[src/hdl/vehicle_immobilizer_lock_controller_core_assert.svh]
// assertion macros for the immobilizer lock controller
`ifndef VEHICLE_IMMOBILIZER_LOCK_CONTROLLER_CORE_ASSERT_SVH
`define VEHICLE_IMMOBILIZER_LOCK_CONTROLLER_CORE_ASSERT_SVH

// same-cycle implication, clocked on clk_i, quiet during reset
`define VILC_ASSERT(lbl, ante, cons) \
  lbl: assert property (@(posedge clk_i) disable iff (!rst_ni) (ante) |-> (cons)) \
    else $error("vilc assertion failed");

// next-cycle implication
`define VILC_ASSERT_NXT(lbl, ante, cons) \
  lbl: assert property (@(posedge clk_i) disable iff (!rst_ni) (ante) |=> (cons)) \
    else $error("vilc assertion failed");

`endif

[src/hdl/vilc_pkg.sv]
// types, constants and helpers shared by the lock controller
`timescale 1ns / 1ps

package vilc_pkg;

  localparam int CodeMaxLen  = 8;
  localparam int ButtonCount = 8;
  localparam int EntW        = $clog2(CodeMaxLen + 1);
  localparam int IdxW        = (CodeMaxLen > 1) ? $clog2(CodeMaxLen) : 1;
  localparam int CodeBits    = CodeMaxLen * 3;

  localparam logic [15:0] FreeTries = 16'd5;
  localparam logic [15:0] WrongMax  = 16'hFFFF;
  localparam logic [31:0] Backoff1  = 32'd15000;
  localparam logic [31:0] Backoff2  = 32'd30000;
  localparam logic [31:0] Backoff3  = 32'd60000;
  localparam logic [31:0] QuietMs   = 32'd300000;

  typedef enum logic [1:0] {
    ModeDisabled = 2'd0,
    ModeUnlocked = 2'd1,
    ModeParked   = 2'd2,
    ModeLocked   = 2'd3
  } mode_e;

  typedef enum logic [2:0] {
    ReqTick  = 3'd0,
    ReqPress = 3'd1,
    ReqLock  = 3'd2,
    ReqPhone = 3'd3,
    ReqBoot  = 3'd4
  } req_e;

  typedef enum logic [2:0] {
    StatOk       = 3'd0,
    StatUnauth   = 3'd1,
    StatRejected = 3'd2,
    StatPending  = 3'd3,
    StatNoCode   = 3'd4,
    StatBackoff  = 3'd5,
    StatMatch    = 3'd6,
    StatMismatch = 3'd7
  } status_e;

  typedef enum logic [1:0] {
    IgnNone = 2'd0,
    IgnOff  = 2'd1,
    IgnOn   = 2'd2
  } ign_cmd_e;

  typedef enum logic [3:0] {
    CfgEnable     = 4'd0,
    CfgMethod     = 4'd1,
    CfgIgnPresent = 4'd2,
    CfgGrace      = 4'd3,
    CfgWindow     = 4'd4,
    CfgCodeLen    = 4'd5,
    CfgCodeDigits = 4'd6,
    CfgBootLocked = 4'd7
  } cfg_idx_e;

  typedef struct packed {
    logic        immobilizer_enable;
    logic [1:0]  method_bits;
    logic        ignition_present;
    logic [31:0] grace_ms;
    logic [31:0] window_ms;
    logic [3:0]  code_length;
    logic [23:0] code_digits;
    logic        boot_locked;
  } cfg_t;

  typedef struct packed {
    logic [2:0]  req_type;
    logic [31:0] time_ms;
    logic [2:0]  button_id;
    logic        engine_on;
    logic        ignition_on;
    logic        switch_level;
  } req_t;

  typedef struct packed {
    logic [1:0] lock_state;
    logic       immobilized;
    logic [1:0] ignition_command;
    logic       sweep_off;
    logic       persist_request;
    logic [2:0] status_code;
  } res_t;

  // wrapping elapsed-time test
  function automatic logic elapsed(logic [31:0] now, logic [31:0] since, logic [31:0] dur);
    logic [31:0] diff;
    diff = now - since;
    return diff >= dur;
  endfunction

endpackage

[src/hdl/vilc_req_if.sv]
// event item channel
`timescale 1ns / 1ps

interface vilc_req_if;
  logic        valid;
  logic        ready;
  logic [2:0]  req_type;
  logic [31:0] time_ms;
  logic [2:0]  button_id;
  logic        engine_on;
  logic        ignition_on;
  logic        switch_level;

  modport source (output valid, req_type, time_ms, button_id, engine_on, ignition_on,
                  switch_level, input ready);
  modport sink (input valid, req_type, time_ms, button_id, engine_on, ignition_on,
                switch_level, output ready);
endinterface

[src/hdl/vilc_res_if.sv]
// result item channel
`timescale 1ns / 1ps

interface vilc_res_if;
  logic       valid;
  logic       ready;
  logic [1:0] lock_state;
  logic       immobilized;
  logic [1:0] ignition_command;
  logic       sweep_off;
  logic       persist_request;
  logic [2:0] status_code;

  modport source (output valid, lock_state, immobilized, ignition_command, sweep_off,
                  persist_request, status_code, input ready);
  modport sink (input valid, lock_state, immobilized, ignition_command, sweep_off,
                persist_request, status_code, output ready);
endinterface

[src/hdl/vilc_cfg_if.sv]
// configuration write channel
`timescale 1ns / 1ps

interface vilc_cfg_if;
  logic        valid;
  logic        ready;
  logic [3:0]  index;
  logic [31:0] data;

  modport source (output valid, index, data, input ready);
  modport sink (input valid, index, data, output ready);
endinterface

[src/hdl/vilc_cfg_regs.sv]
// configuration register file
`timescale 1ns / 1ps

module vilc_cfg_regs (
  input  logic          clk_i,
  input  logic          rst_ni,
  vilc_cfg_if.sink      cfg_i,
  output vilc_pkg::cfg_t cfg_o
);
  import vilc_pkg::*;

  cfg_t cfg_q;

  assign cfg_i.ready = 1'b1;
  assign cfg_o       = cfg_q;

  always_ff @(posedge clk_i or negedge rst_ni) begin
    if (!rst_ni) begin
      cfg_q <= '0;
    end else if (cfg_i.valid) begin
      case (cfg_i.index)
        CfgEnable:     cfg_q.immobilizer_enable <= cfg_i.data[0];
        CfgMethod:     cfg_q.method_bits        <= cfg_i.data[1:0];
        CfgIgnPresent: cfg_q.ignition_present   <= cfg_i.data[0];
        CfgGrace:      cfg_q.grace_ms           <= cfg_i.data;
        CfgWindow:     cfg_q.window_ms          <= cfg_i.data;
        CfgCodeLen:    cfg_q.code_length        <= cfg_i.data[3:0];
        CfgCodeDigits: cfg_q.code_digits        <= cfg_i.data[23:0];
        CfgBootLocked: cfg_q.boot_locked        <= cfg_i.data[0];
        default: ;
      endcase
    end
  end

endmodule

[src/hdl/vilc_ctrl.sv]
// lock state, code entry and backoff state with their update logic
`timescale 1ns / 1ps

module vilc_ctrl (
  input  logic           clk_i,
  input  logic           rst_ni,
  input  logic           upd_i,
  input  vilc_pkg::req_t req_i,
  input  vilc_pkg::cfg_t cfg_i,
  output vilc_pkg::res_t res_o
);
  import vilc_pkg::*;

  mode_e              mode_q, mode_d;
  logic               locked_q, locked_d;
  logic [EntW-1:0]    ecnt_q, ecnt_d;
  logic [2:0]         ebtn_q [CodeMaxLen];
  logic [2:0]         ebtn_d [CodeMaxLen];
  logic [31:0]        estart_q, estart_d;
  logic [15:0]        wrong_q, wrong_d;
  logic [31:0]        bend_q, bend_d;
  logic               bon_q, bon_d;
  logic [31:0]        last_q, last_d;
  logic [31:0]        pstart_q, pstart_d;
  logic               prev_q, prev_d;
  ign_cmd_e           cmd;
  status_e            status;
  logic               sweep, persist;

  always_comb begin
    logic                   ign;
    logic                   sw_meth;
    logic                   guard;
    logic                   bon;
    logic                   match;
    logic                   ovr;
    logic [EntW-1:0]        cnt;
    logic [15:0]            wrong;
    logic [31:0]            dur;
    logic [CodeBits+23:0]   code_ext;

    mode_d   = mode_q;
    locked_d = locked_q;
    ecnt_d   = ecnt_q;
    ebtn_d   = ebtn_q;
    estart_d = estart_q;
    wrong_d  = wrong_q;
    bend_d   = bend_q;
    bon_d    = bon_q;
    last_d   = last_q;
    pstart_d = pstart_q;
    prev_d   = prev_q;
    cmd      = IgnNone;
    status   = StatOk;
    sweep    = 1'b0;
    persist  = 1'b0;

    ign      = cfg_i.ignition_present & req_i.ignition_on;
    sw_meth  = cfg_i.method_bits[1];
    guard    = 1'b0;
    bon      = bon_q;
    match    = 1'b0;
    ovr      = 1'b0;
    cnt      = ecnt_q;
    wrong    = wrong_q;
    dur      = '0;
    code_ext = {{CodeBits{1'b0}}, cfg_i.code_digits};

    case (req_i.req_type)
      ReqTick: begin
        if (bon && req_i.time_ms >= bend_q) bon = 1'b0;
        bon_d = bon;
        if (wrong_q != '0 && !bon && elapsed(req_i.time_ms, last_q, QuietMs)) wrong_d = '0;
        if (ecnt_q != '0 && elapsed(req_i.time_ms, estart_q, cfg_i.window_ms)) ecnt_d = '0;
        if (!cfg_i.immobilizer_enable) begin
          if (mode_q != ModeDisabled) begin
            mode_d   = ModeDisabled;
            locked_d = 1'b0;
            persist  = locked_q;
            if (mode_q == ModeLocked) begin
              ecnt_d  = '0;
              wrong_d = '0;
              bend_d  = '0;
              bon_d   = 1'b0;
            end
          end
        end else begin
          prev_d = req_i.switch_level;
          if (sw_meth && (req_i.switch_level != prev_q) && mode_q != ModeLocked &&
              cfg_i.ignition_present && (req_i.switch_level != ign)) begin
            cmd = req_i.switch_level ? IgnOn : IgnOff;
            ign = req_i.switch_level;
          end
          guard = !req_i.engine_on && !ign;
          case (mode_q)
            ModeDisabled: mode_d = ModeUnlocked;
            ModeUnlocked: begin
              if (guard) begin
                mode_d   = ModeParked;
                pstart_d = req_i.time_ms;
              end
            end
            ModeParked: begin
              if (!guard) begin
                mode_d = ModeUnlocked;
              end else if (elapsed(req_i.time_ms, pstart_q, cfg_i.grace_ms)) begin
                mode_d   = ModeLocked;
                locked_d = 1'b1;
                persist  = !locked_q;
                sweep    = 1'b1;
              end
            end
            default: begin
              if (req_i.switch_level && sw_meth) begin
                mode_d   = ModeUnlocked;
                locked_d = 1'b0;
                persist  = locked_q;
                ecnt_d   = '0;
                wrong_d  = '0;
                bend_d   = '0;
                bon_d    = 1'b0;
                if (cfg_i.ignition_present) cmd = IgnOn;
              end
            end
          endcase
        end
      end
      ReqPress: begin
        if (mode_q != ModeLocked) begin
          status = StatPending;
        end else if (cfg_i.code_length == '0) begin
          status = StatNoCode;
        end else if (bon_q) begin
          status = StatBackoff;
        end else if (32'(req_i.button_id) >= ButtonCount) begin
          status = StatPending;
        end else begin
          if (ecnt_q == '0 || elapsed(req_i.time_ms, estart_q, cfg_i.window_ms)) begin
            cnt      = '0;
            estart_d = req_i.time_ms;
          end
          if (32'(cnt) < CodeMaxLen) begin
            ebtn_d[cnt[IdxW-1:0]] = req_i.button_id;
            cnt = cnt + 1'b1;
          end
          if (32'(cnt) < 32'(cfg_i.code_length)) begin
            ecnt_d = cnt;
            status = StatPending;
          end else begin
            match = (32'(cnt) == 32'(cfg_i.code_length));
            for (int i = 0; i < CodeMaxLen; i++) begin
              if (i < 32'(cnt) && ebtn_d[i] != code_ext[3*i +: 3]) match = 1'b0;
            end
            ecnt_d = '0;
            last_d = req_i.time_ms;
            if (match) begin
              status   = StatMatch;
              mode_d   = ModeUnlocked;
              locked_d = 1'b0;
              persist  = locked_q;
              wrong_d  = '0;
              bend_d   = '0;
              bon_d    = 1'b0;
              if (cfg_i.ignition_present) cmd = IgnOn;
            end else begin
              status = StatMismatch;
              if (wrong_q < WrongMax) wrong = wrong_q + 16'd1;
              wrong_d = wrong;
              if (wrong <= FreeTries) dur = '0;
              else if (wrong == FreeTries + 16'd1) dur = Backoff1;
              else if (wrong == FreeTries + 16'd2) dur = Backoff2;
              else dur = Backoff3;
              if (dur != '0) begin
                bend_d = req_i.time_ms + dur;
                bon_d  = 1'b1;
              end
            end
          end
        end
      end
      ReqLock: begin
        if (!cfg_i.immobilizer_enable) begin
          status = StatUnauth;
        end else if (mode_q == ModeLocked) begin
          status = StatOk;
        end else if (req_i.engine_on || ign) begin
          status = StatRejected;
        end else begin
          mode_d   = ModeLocked;
          locked_d = 1'b1;
          persist  = !locked_q;
          sweep    = 1'b1;
        end
      end
      ReqPhone: begin
        if (mode_q != ModeLocked) begin
          status = StatOk;
        end else if (!cfg_i.method_bits[0]) begin
          status = StatUnauth;
        end else begin
          mode_d   = ModeUnlocked;
          locked_d = 1'b0;
          persist  = locked_q;
          ecnt_d   = '0;
          wrong_d  = '0;
          bend_d   = '0;
          bon_d    = 1'b0;
          if (cfg_i.ignition_present) cmd = IgnOn;
        end
      end
      ReqBoot: begin
        mode_d   = ModeDisabled;
        locked_d = 1'b0;
        ecnt_d   = '0;
        estart_d = '0;
        wrong_d  = '0;
        bend_d   = '0;
        bon_d    = 1'b0;
        last_d   = '0;
        pstart_d = '0;
        prev_d   = 1'b0;
        if (cfg_i.immobilizer_enable) begin
          ovr = cfg_i.boot_locked && (req_i.engine_on || ign);
          if (cfg_i.boot_locked && !ovr) begin
            mode_d   = ModeLocked;
            locked_d = 1'b1;
            sweep    = 1'b1;
          end else begin
            mode_d  = ModeUnlocked;
            persist = ovr;
          end
        end
      end
      default: ;
    endcase

    res_o.lock_state       = mode_d;
    res_o.immobilized      = (mode_d == ModeLocked);
    res_o.ignition_command = cmd;
    res_o.sweep_off        = sweep;
    res_o.persist_request  = persist;
    res_o.status_code      = status;
  end

  always_ff @(posedge clk_i or negedge rst_ni) begin
    if (!rst_ni) begin
      mode_q   <= ModeDisabled;
      locked_q <= 1'b0;
      ecnt_q   <= '0;
      estart_q <= '0;
      wrong_q  <= '0;
      bend_q   <= '0;
      bon_q    <= 1'b0;
      last_q   <= '0;
      pstart_q <= '0;
      prev_q   <= 1'b0;
    end else if (upd_i) begin
      mode_q   <= mode_d;
      locked_q <= locked_d;
      ecnt_q   <= ecnt_d;
      estart_q <= estart_d;
      wrong_q  <= wrong_d;
      bend_q   <= bend_d;
      bon_q    <= bon_d;
      last_q   <= last_d;
      pstart_q <= pstart_d;
      prev_q   <= prev_d;
    end
  end

  // entry buttons, no reset
  always_ff @(posedge clk_i) begin
    if (upd_i) ebtn_q <= ebtn_d;
  end

`include "vehicle_immobilizer_lock_controller_core_assert.svh"

  `VILC_ASSERT(a_mark_tracks_mode, 1'b1, locked_q == (mode_q == ModeLocked))
  `VILC_ASSERT(a_sweep_only_locked, upd_i && sweep, mode_d == ModeLocked)
  `VILC_ASSERT(a_persist_flips_mark, upd_i && persist && (req_i.req_type != ReqBoot), locked_d != locked_q)
  `VILC_ASSERT_NXT(a_match_unlocks, upd_i && (status == StatMatch),
                   (mode_q == ModeUnlocked) && (wrong_q == '0) && !bon_q)

endmodule

[src/hdl/vehicle_immobilizer_lock_controller_core.sv]
// Immobilizer lock controller top level. One event item is taken per clock
// cycle while the output side keeps up; a result that waits at the output lets
// one more item into the input register and then holds the input off. Each
// item goes into an input register, is evaluated by combinational
// compare-and-update logic on the lock, code entry and backoff state, and its
// result is held in an output register, from which it is presented until the
// output side takes it. The rate is set by the state update, which the next
// item reads straight away. The configuration port is always ready and needs
// no clearing pass after reset.
`timescale 1ns / 1ps

module vehicle_immobilizer_lock_controller_core (
  input  logic      clk_i,
  input  logic      rst_ni,
  vilc_req_if.sink  req_i,
  vilc_res_if.source res_o,
  vilc_cfg_if.sink  cfg_i
);
  import vilc_pkg::*;

  cfg_t cfg;
  req_t ireq_q;
  logic iv_q;
  res_t res_d, res_q;
  logic ov_q;
  logic upd;

  assign upd         = iv_q && (!ov_q || res_o.ready);
  assign req_i.ready = !iv_q || upd;

  always_ff @(posedge clk_i or negedge rst_ni) begin
    if (!rst_ni) begin
      iv_q <= 1'b0;
      ov_q <= 1'b0;
    end else begin
      if (req_i.ready) iv_q <= req_i.valid;
      if (upd) ov_q <= 1'b1;
      else if (res_o.ready) ov_q <= 1'b0;
    end
  end

  always_ff @(posedge clk_i) begin
    if (req_i.valid && req_i.ready) begin
      ireq_q.req_type     <= req_i.req_type;
      ireq_q.time_ms      <= req_i.time_ms;
      ireq_q.button_id    <= req_i.button_id;
      ireq_q.engine_on    <= req_i.engine_on;
      ireq_q.ignition_on  <= req_i.ignition_on;
      ireq_q.switch_level <= req_i.switch_level;
    end
    if (upd) res_q <= res_d;
  end

  vilc_cfg_regs u_cfg (
    .clk_i  (clk_i),
    .rst_ni (rst_ni),
    .cfg_i  (cfg_i),
    .cfg_o  (cfg)
  );

  vilc_ctrl u_ctrl (
    .clk_i  (clk_i),
    .rst_ni (rst_ni),
    .upd_i  (upd),
    .req_i  (ireq_q),
    .cfg_i  (cfg),
    .res_o  (res_d)
  );

  assign res_o.valid            = ov_q;
  assign res_o.lock_state       = res_q.lock_state;
  assign res_o.immobilized      = res_q.immobilized;
  assign res_o.ignition_command = res_q.ignition_command;
  assign res_o.sweep_off        = res_q.sweep_off;
  assign res_o.persist_request  = res_q.persist_request;
  assign res_o.status_code      = res_q.status_code;

endmodule
[src/flat_wrapper.sv]
// flat-port wrapper written by rule: the top's interface ports become plain ports
module vehicle_immobilizer_lock_controller_core_flat import vilc_pkg::*;
  (clk_i, rst_ni, req_i_valid, req_i_req_type, req_i_time_ms, req_i_button_id, req_i_engine_on, req_i_ignition_on, req_i_switch_level, req_i_ready, res_o_valid, res_o_lock_state, res_o_immobilized, res_o_ignition_command, res_o_sweep_off, res_o_persist_request, res_o_status_code, res_o_ready, cfg_i_valid, cfg_i_index, cfg_i_data, cfg_i_ready);
  vilc_req_if req_i_i ();
  vilc_res_if res_o_i ();
  vilc_cfg_if cfg_i_i ();
  input  logic clk_i;
  input  logic rst_ni;
  input wire logic [$bits(req_i_i.valid)-1:0] req_i_valid;
  input wire logic [$bits(req_i_i.req_type)-1:0] req_i_req_type;
  input wire logic [$bits(req_i_i.time_ms)-1:0] req_i_time_ms;
  input wire logic [$bits(req_i_i.button_id)-1:0] req_i_button_id;
  input wire logic [$bits(req_i_i.engine_on)-1:0] req_i_engine_on;
  input wire logic [$bits(req_i_i.ignition_on)-1:0] req_i_ignition_on;
  input wire logic [$bits(req_i_i.switch_level)-1:0] req_i_switch_level;
  output wire logic [$bits(req_i_i.ready)-1:0] req_i_ready;
  output wire logic [$bits(res_o_i.valid)-1:0] res_o_valid;
  output wire logic [$bits(res_o_i.lock_state)-1:0] res_o_lock_state;
  output wire logic [$bits(res_o_i.immobilized)-1:0] res_o_immobilized;
  output wire logic [$bits(res_o_i.ignition_command)-1:0] res_o_ignition_command;
  output wire logic [$bits(res_o_i.sweep_off)-1:0] res_o_sweep_off;
  output wire logic [$bits(res_o_i.persist_request)-1:0] res_o_persist_request;
  output wire logic [$bits(res_o_i.status_code)-1:0] res_o_status_code;
  input wire logic [$bits(res_o_i.ready)-1:0] res_o_ready;
  input wire logic [$bits(cfg_i_i.valid)-1:0] cfg_i_valid;
  input wire logic [$bits(cfg_i_i.index)-1:0] cfg_i_index;
  input wire logic [$bits(cfg_i_i.data)-1:0] cfg_i_data;
  output wire logic [$bits(cfg_i_i.ready)-1:0] cfg_i_ready;
  assign req_i_i.valid = req_i_valid;
  assign req_i_i.req_type = req_i_req_type;
  assign req_i_i.time_ms = req_i_time_ms;
  assign req_i_i.button_id = req_i_button_id;
  assign req_i_i.engine_on = req_i_engine_on;
  assign req_i_i.ignition_on = req_i_ignition_on;
  assign req_i_i.switch_level = req_i_switch_level;
  assign req_i_ready = req_i_i.ready;
  assign res_o_valid = res_o_i.valid;
  assign res_o_lock_state = res_o_i.lock_state;
  assign res_o_immobilized = res_o_i.immobilized;
  assign res_o_ignition_command = res_o_i.ignition_command;
  assign res_o_sweep_off = res_o_i.sweep_off;
  assign res_o_persist_request = res_o_i.persist_request;
  assign res_o_status_code = res_o_i.status_code;
  assign res_o_i.ready = res_o_ready;
  assign cfg_i_i.valid = cfg_i_valid;
  assign cfg_i_i.index = cfg_i_index;
  assign cfg_i_i.data = cfg_i_data;
  assign cfg_i_ready = cfg_i_i.ready;
  vehicle_immobilizer_lock_controller_core u_core (.clk_i(clk_i), .rst_ni(rst_ni), .req_i(req_i_i), .res_o(res_o_i), .cfg_i(cfg_i_i));
endmodule
[config.mk]
export PLATFORM = sky130hd
export DESIGN_NAME = vehicle_immobilizer_lock_controller_core_flat
export DESIGN_NICKNAME = d
export VERILOG_FILES = /design/src/hdl/vilc_pkg.sv /design/src/hdl/vilc_req_if.sv /design/src/hdl/vilc_res_if.sv /design/src/hdl/vilc_cfg_if.sv /design/src/hdl/vilc_cfg_regs.sv /design/src/hdl/vilc_ctrl.sv /design/src/hdl/vehicle_immobilizer_lock_controller_core.sv /design/src/flat_wrapper.sv
export VERILOG_INCLUDE_DIRS = /design/src /design/src/hdl
export SDC_FILE = /design/constraint.sdc
export NUM_CORES = 1
export LEC_CHECK = 0
export BUFFER_PORTS_ARGS = -buffer_cell sky130_fd_sc_hd__buf_2
export CORE_MARGIN = 2
export CORE_UTILIZATION = 45
export CTS_BUF_LIST = sky130_fd_sc_hd__clkbuf_2 sky130_fd_sc_hd__clkbuf_4 sky130_fd_sc_hd__clkbuf_8
export DETAILED_ROUTE_END_ITERATION = 10
export GPL_TIMING_DRIVEN = 0
export SLEW_MARGIN = 15
export SYNTH_ARGS = -nofsm -noshare
export SYNTH_HDL_FRONTEND = slang
export SYNTH_SLANG_ARGS = --single-unit
[constraint.sdc]
create_clock -name clk_i -period 16.1 [get_ports clk_i]
set_input_delay 1.61 -clock clk_i [delete_from_list [all_inputs] [get_ports clk_i]]
set_output_delay 1.61 -clock clk_i [all_outputs]
set_load 0.01 [all_outputs]
==> metrics list <==
- Result of the run: finished clean
- In this run the static leakage power is 11.0 nW.
* Clock share of power: 0.239
- Buffers inserted during clock tree synthesis total between 50 and 60.
* Number of diodes added for antenna fixing: 0
- The final layout contains routed wiring with a total length of 59.3 mm.
- The critical path is of the reg2reg type.
- Final clock period utilization by the worst path: 0.724
- Vias per std cell: 5.52
- After detailed routing, the average wire length per cell comes to 18.7 um.
- For this run, the leading register cell type out of synthesis is dfrtp_1.
* IO Port Bufs: 93
* Overall die height: 223 um
- The initial antenna violation count is 0.
* Number of register bits inferred by synthesis: between 300 and 400
- Final Net Count: around 2800
- Cell internal power was estimated by the tool at 2.27 mW.
- Total Negative Setup Slacks: 0 ns
- The die is approximately 220 um wide.
- Kind of cell with the highest combined delay on the critical path: compound AO/OA/AOI/OAI gates
- During synthesis, Yosys emitted a total of 0 warnings.
* Total die area: 0.0497 mm2
- Counting flops with an async set or reset pin after synthesis yields a share of 0.771.
- Resized Gates After CTS: 0
- The worst hold path belongs to the class reg2reg.
- Initial DRC Count: approximately 1100
- Clock-pin slew was measured on the worst setup and hold paths at 0.06 ns.
- Slowest stage cell on the critical path: nor4_2
- Sequential-to-total area share from yosys stat: 0.396
- Setup violations remaining at the end of the flow were counted as 0.
- Cell row count: 80
* Clock latency of the later-clocked register in the worst-skew pair: roughly 0.65 ns
- Hold Vio Cnt, Final: 0
* Setup repair after global routing missed its margin: false
- Cell count after placement: a little over 3000
- Count of unique library cells instantiated by Yosys: 81
- Of the post-synthesis cell area, the dominant cell type holds 0.292.
* Max-slew headroom: 0.247
* HPWL reported at the end of detailed placement: between 40 and 50 mm
- Longest Clk Path Bufs: 3
- Total power: between 3 and 4 mW
- Number of enable flip-flop cells after synthesis: 75
- Largest net degree at the start of global routing: 87
* Global Route Usage Sum: 0.242
- First-pass detailed-route iteration total: 6
- The detailed router placed 17500 vias in this run.
- Worst path bufs/invs: 5
* Maximum fanout along the worst path: 10
- Library cell with the largest summed area after synthesis: dfrtp_1
- Critical path launch point type: flop
* Share of layout cells above drive strength 1: 0.126
- Tightest Pin Transition: ~1.1 ns
* Area of the mapped netlist: 0.0216 mm2
- Post-CTS Hold Fix Bufs: 0
- Worst stage delay on the critical path: around 0.99 ns
* Wire length of the first global-routing pass: ~96 mm
- For the final database, setup skew stands at around 0.019 ns.
- Of the total power, registers draw 0.305.
* F_max: about 0.086 GHz
- Power spread over the standard cell area amounts to between 150 and 200 mW/mm2.
- Fillers: around 4400
- After layout, the minimum clock period comes to about 12 ns.
* Required time of the critical path: 16.62 ns
- Starting Density: 0.454
- Timing analysis after detailed placement gives a worst setup slack of ~4.5 ns.
- Final weighted congestion in routability-driven placement: just over 0.9
* Switching share of total power: 0.397
- Number of global-route vias before repair: approximately 18000
* Count of antenna-violating nets left after detailed routing: 0
* Crit path arrival time: between 10 and 15 ns
- After clock tree synthesis, the setup repair step added 0 buffers.
* Signed area change from the synthesized netlist to the final layout: 12.5%
- Clock tree synthesis found a total of ~330 sinks.
* Placeable core area: 0.0475 mm2
- Worst vdd rail ir drop: approximately 0.00007 V
- The clock tree synthesis step divided the H-tree into 2 levels.
- The tool flagged a number of max-cap violations equal to 0.
* Clock root buffer: clkbuf_8
* Mean instance size in the synthesized netlist: roughly 9 um2
- By area the synthesized netlist is led by dfrtp_1, ha_1, edfxtp_1.
- Once routing completed, OpenROAD measured the worst setup slack at about 4.4 ns.
- The number of nets handed over by synthesis was ~2700.
- The most numerous cell type found on the critical path is ha_1.
- Global-route congestion overflow total: 0
- Net switching component of the power: around 1.5 mW
* Number of DRC violations after detailed routing: 0
* Final standard cell count with taps included and fillers excluded: ~3200
- The number of slew-limit violations in the final report came to 0.
* Share of the core filled with cells: 0.511
* CTS tree: yes
- Critical Path Sink Type: flop
- Post-synthesis cell count: about 2400
* Combinational fraction of design power: 0.457
- In this run the count of I/O pins placed on the die edge is 95.
## kinds of logic (layout without fill, tap and decap cells)
| family | Yosys count | count (layout) | synth area share |
|---|---|---|---|
| AOI/OAI and AO/OA | 635 | 635 | 0.183 |
| xor gates and xnor gates | 118 | 118 | 0.0479 |
| adders and majority gates | 214 | 214 | 0.125 |
| buffers and inverters | 316 | 519 | 0.0563 |
| DFF | 327 | 327 | 0.396 |
| muxes | 93 | 93 | 0.0480 |
| other | 1 | 1 | 0.000174 |
| and+or+nand+nor | 657 | 657 | 0.143 |
## Yosys cell counts, types with 12 or more instances
| cell type | n |
|---|---|
| nand2_1 | 278 |
| dfrtp_1 | 252 |
| inv_1 | 242 |
| o21ai_0 | 227 |
| ha_1 | 210 |
| a21oi_1 | 154 |
| nor2_1 | 112 |
| mux2_2 | 84 |
| edfxtp_1 | 75 |
| xnor2_1 | 71 |
| clkbuf_1 | 64 |
| a21o_1 | 54 |
| nand3_1 | 51 |
| xor2_1 | 47 |
| nor3_1 | 40 |
| a22o_1 | 32 |
| nand4_1 | 30 |
| nor2b_1 | 30 |
| nand2b_1 | 27 |
| o21a_1 | 19 |
| and3_1 | 17 |
| a31oi_1 | 16 |
| and2_1 | 16 |
| o211ai_1 | 13 |
| o21bai_1 | 12 |
## cell type report
type / count / area, um2 / area share
multi-input combinational: 1718 / 11800 / 0.487
sequential: 327 / 8560 / 0.352
clock buffer: 91 / 1150 / 0.0475
inverter: 242 / 908 / 0.0374
tap: 615 / 769 / 0.0317
timing repair buffer: 98 / 557 / 0.0229
buffer: 74 / 308 / 0.0127
clock inverter: 14 / 199 / 0.00819
## worst min-delay path, delay by kind of cell (launching register included)
kind | cells | cell delay (ns)
DFF | 1 | 0.34
and+or+nand+nor | 1 | 0.05
AOI/OAI and AO/OA | 1 | 0.06
## layer usage
metal,up-vias,GRT usage,share of wire
li1,8664,-,-
met1,8415,0.329,0.48
met2,371,0.407,0.46
met3,90,0.0303,0.037
met4,0,0.0656,0.022
met5,-,0,0
## power by group through the flow
stage               logic [mW]  clock network, mW  registers [mW]
finish                    1.72              0.897            1.15
global route              1.96              0.958            1.17
CTS                       1.72              0.926            1.14
detailed placement        1.71                  0            1.16
global placement          1.66                  0            1.15
floorplan                 1.29                  0            1.12
## final timing paths
path / slack [ns] / start / depth (start not counted) / endpoint
setup / recovery: 4.44 / u_core.ireq_q[6] / 39 / u_core.u_ctrl.bend_q[6]
hold / removal: 0.48 / u_core.u_ctrl.pstart_q[29] / 2 / u_core.u_ctrl.pstart_q[29]
setup reg to reg: 4.44 / u_core.ireq_q[6] / 39 / u_core.u_ctrl.bend_q[6]
hold reg to reg: 0.48 / u_core.u_ctrl.pstart_q[29] / 2 / u_core.u_ctrl.pstart_q[29]
max in group asynchronous: 14.19 / rst_ni / 2 / u_core.u_ctrl.locked_q
min in group asynchronous: 0.96 / rst_ni / 1 / u_core.u_ctrl.bend_q[2]
## registers in the layout, indices dropped and copies added (netlist names), 3 cells and up
signal	cells
u_core.res_o.status_code	3
u_core.u_cfg.cfg_o	97
u_core.u_ctrl.wrong_q	16
u_core.u_ctrl.pstart_q	32
u_core.u_ctrl.last_q	32
u_core.u_ctrl.estart_q	32
u_core.u_ctrl.ecnt_q	4
u_core.ireq_q	41
u_core.u_ctrl.bend_q	32
u_core.u_ctrl.ebtn_q	24
## stage by stage
stage / hold WS [ns] / area [um2]
after CTS: 0.484 / 24300
after floorplan: 0.450 / 21600
final: 0.476 / 24300
after detailed placement: 0.470 / 22900
after global placement: 0.463 / 22800
after global routing: 0.503 / 24300
## cells in the final DEF, fill, tap and decap left out, types with 10 or more instances in the layout
master and instances:
edfxtp_1 75, a211oi_1 11, xor2_1 47, clkbuf_1 64, a22o_1 32, nand4_1 30, nor2_1 112, o21a_1 19
nand2_1 278, a21o_1 54, nand3_1 51, o21bai_1 12, o211ai_1 13, clkbuf_8 75, clkbuf_4 16, nor3_1 39
a31oi_1 16, ha_1 210, dfrtp_1 252, nor2b_1 30, o21ai_0 227, and3_1 17, a211o_1 10, buf_2 95
xnor2_1 71, inv_1 242, and2_1 15, mux2_2 84, nand2b_1 27, a21oi_1 154
Note: power is estimated with default switching activity, not from simulation.
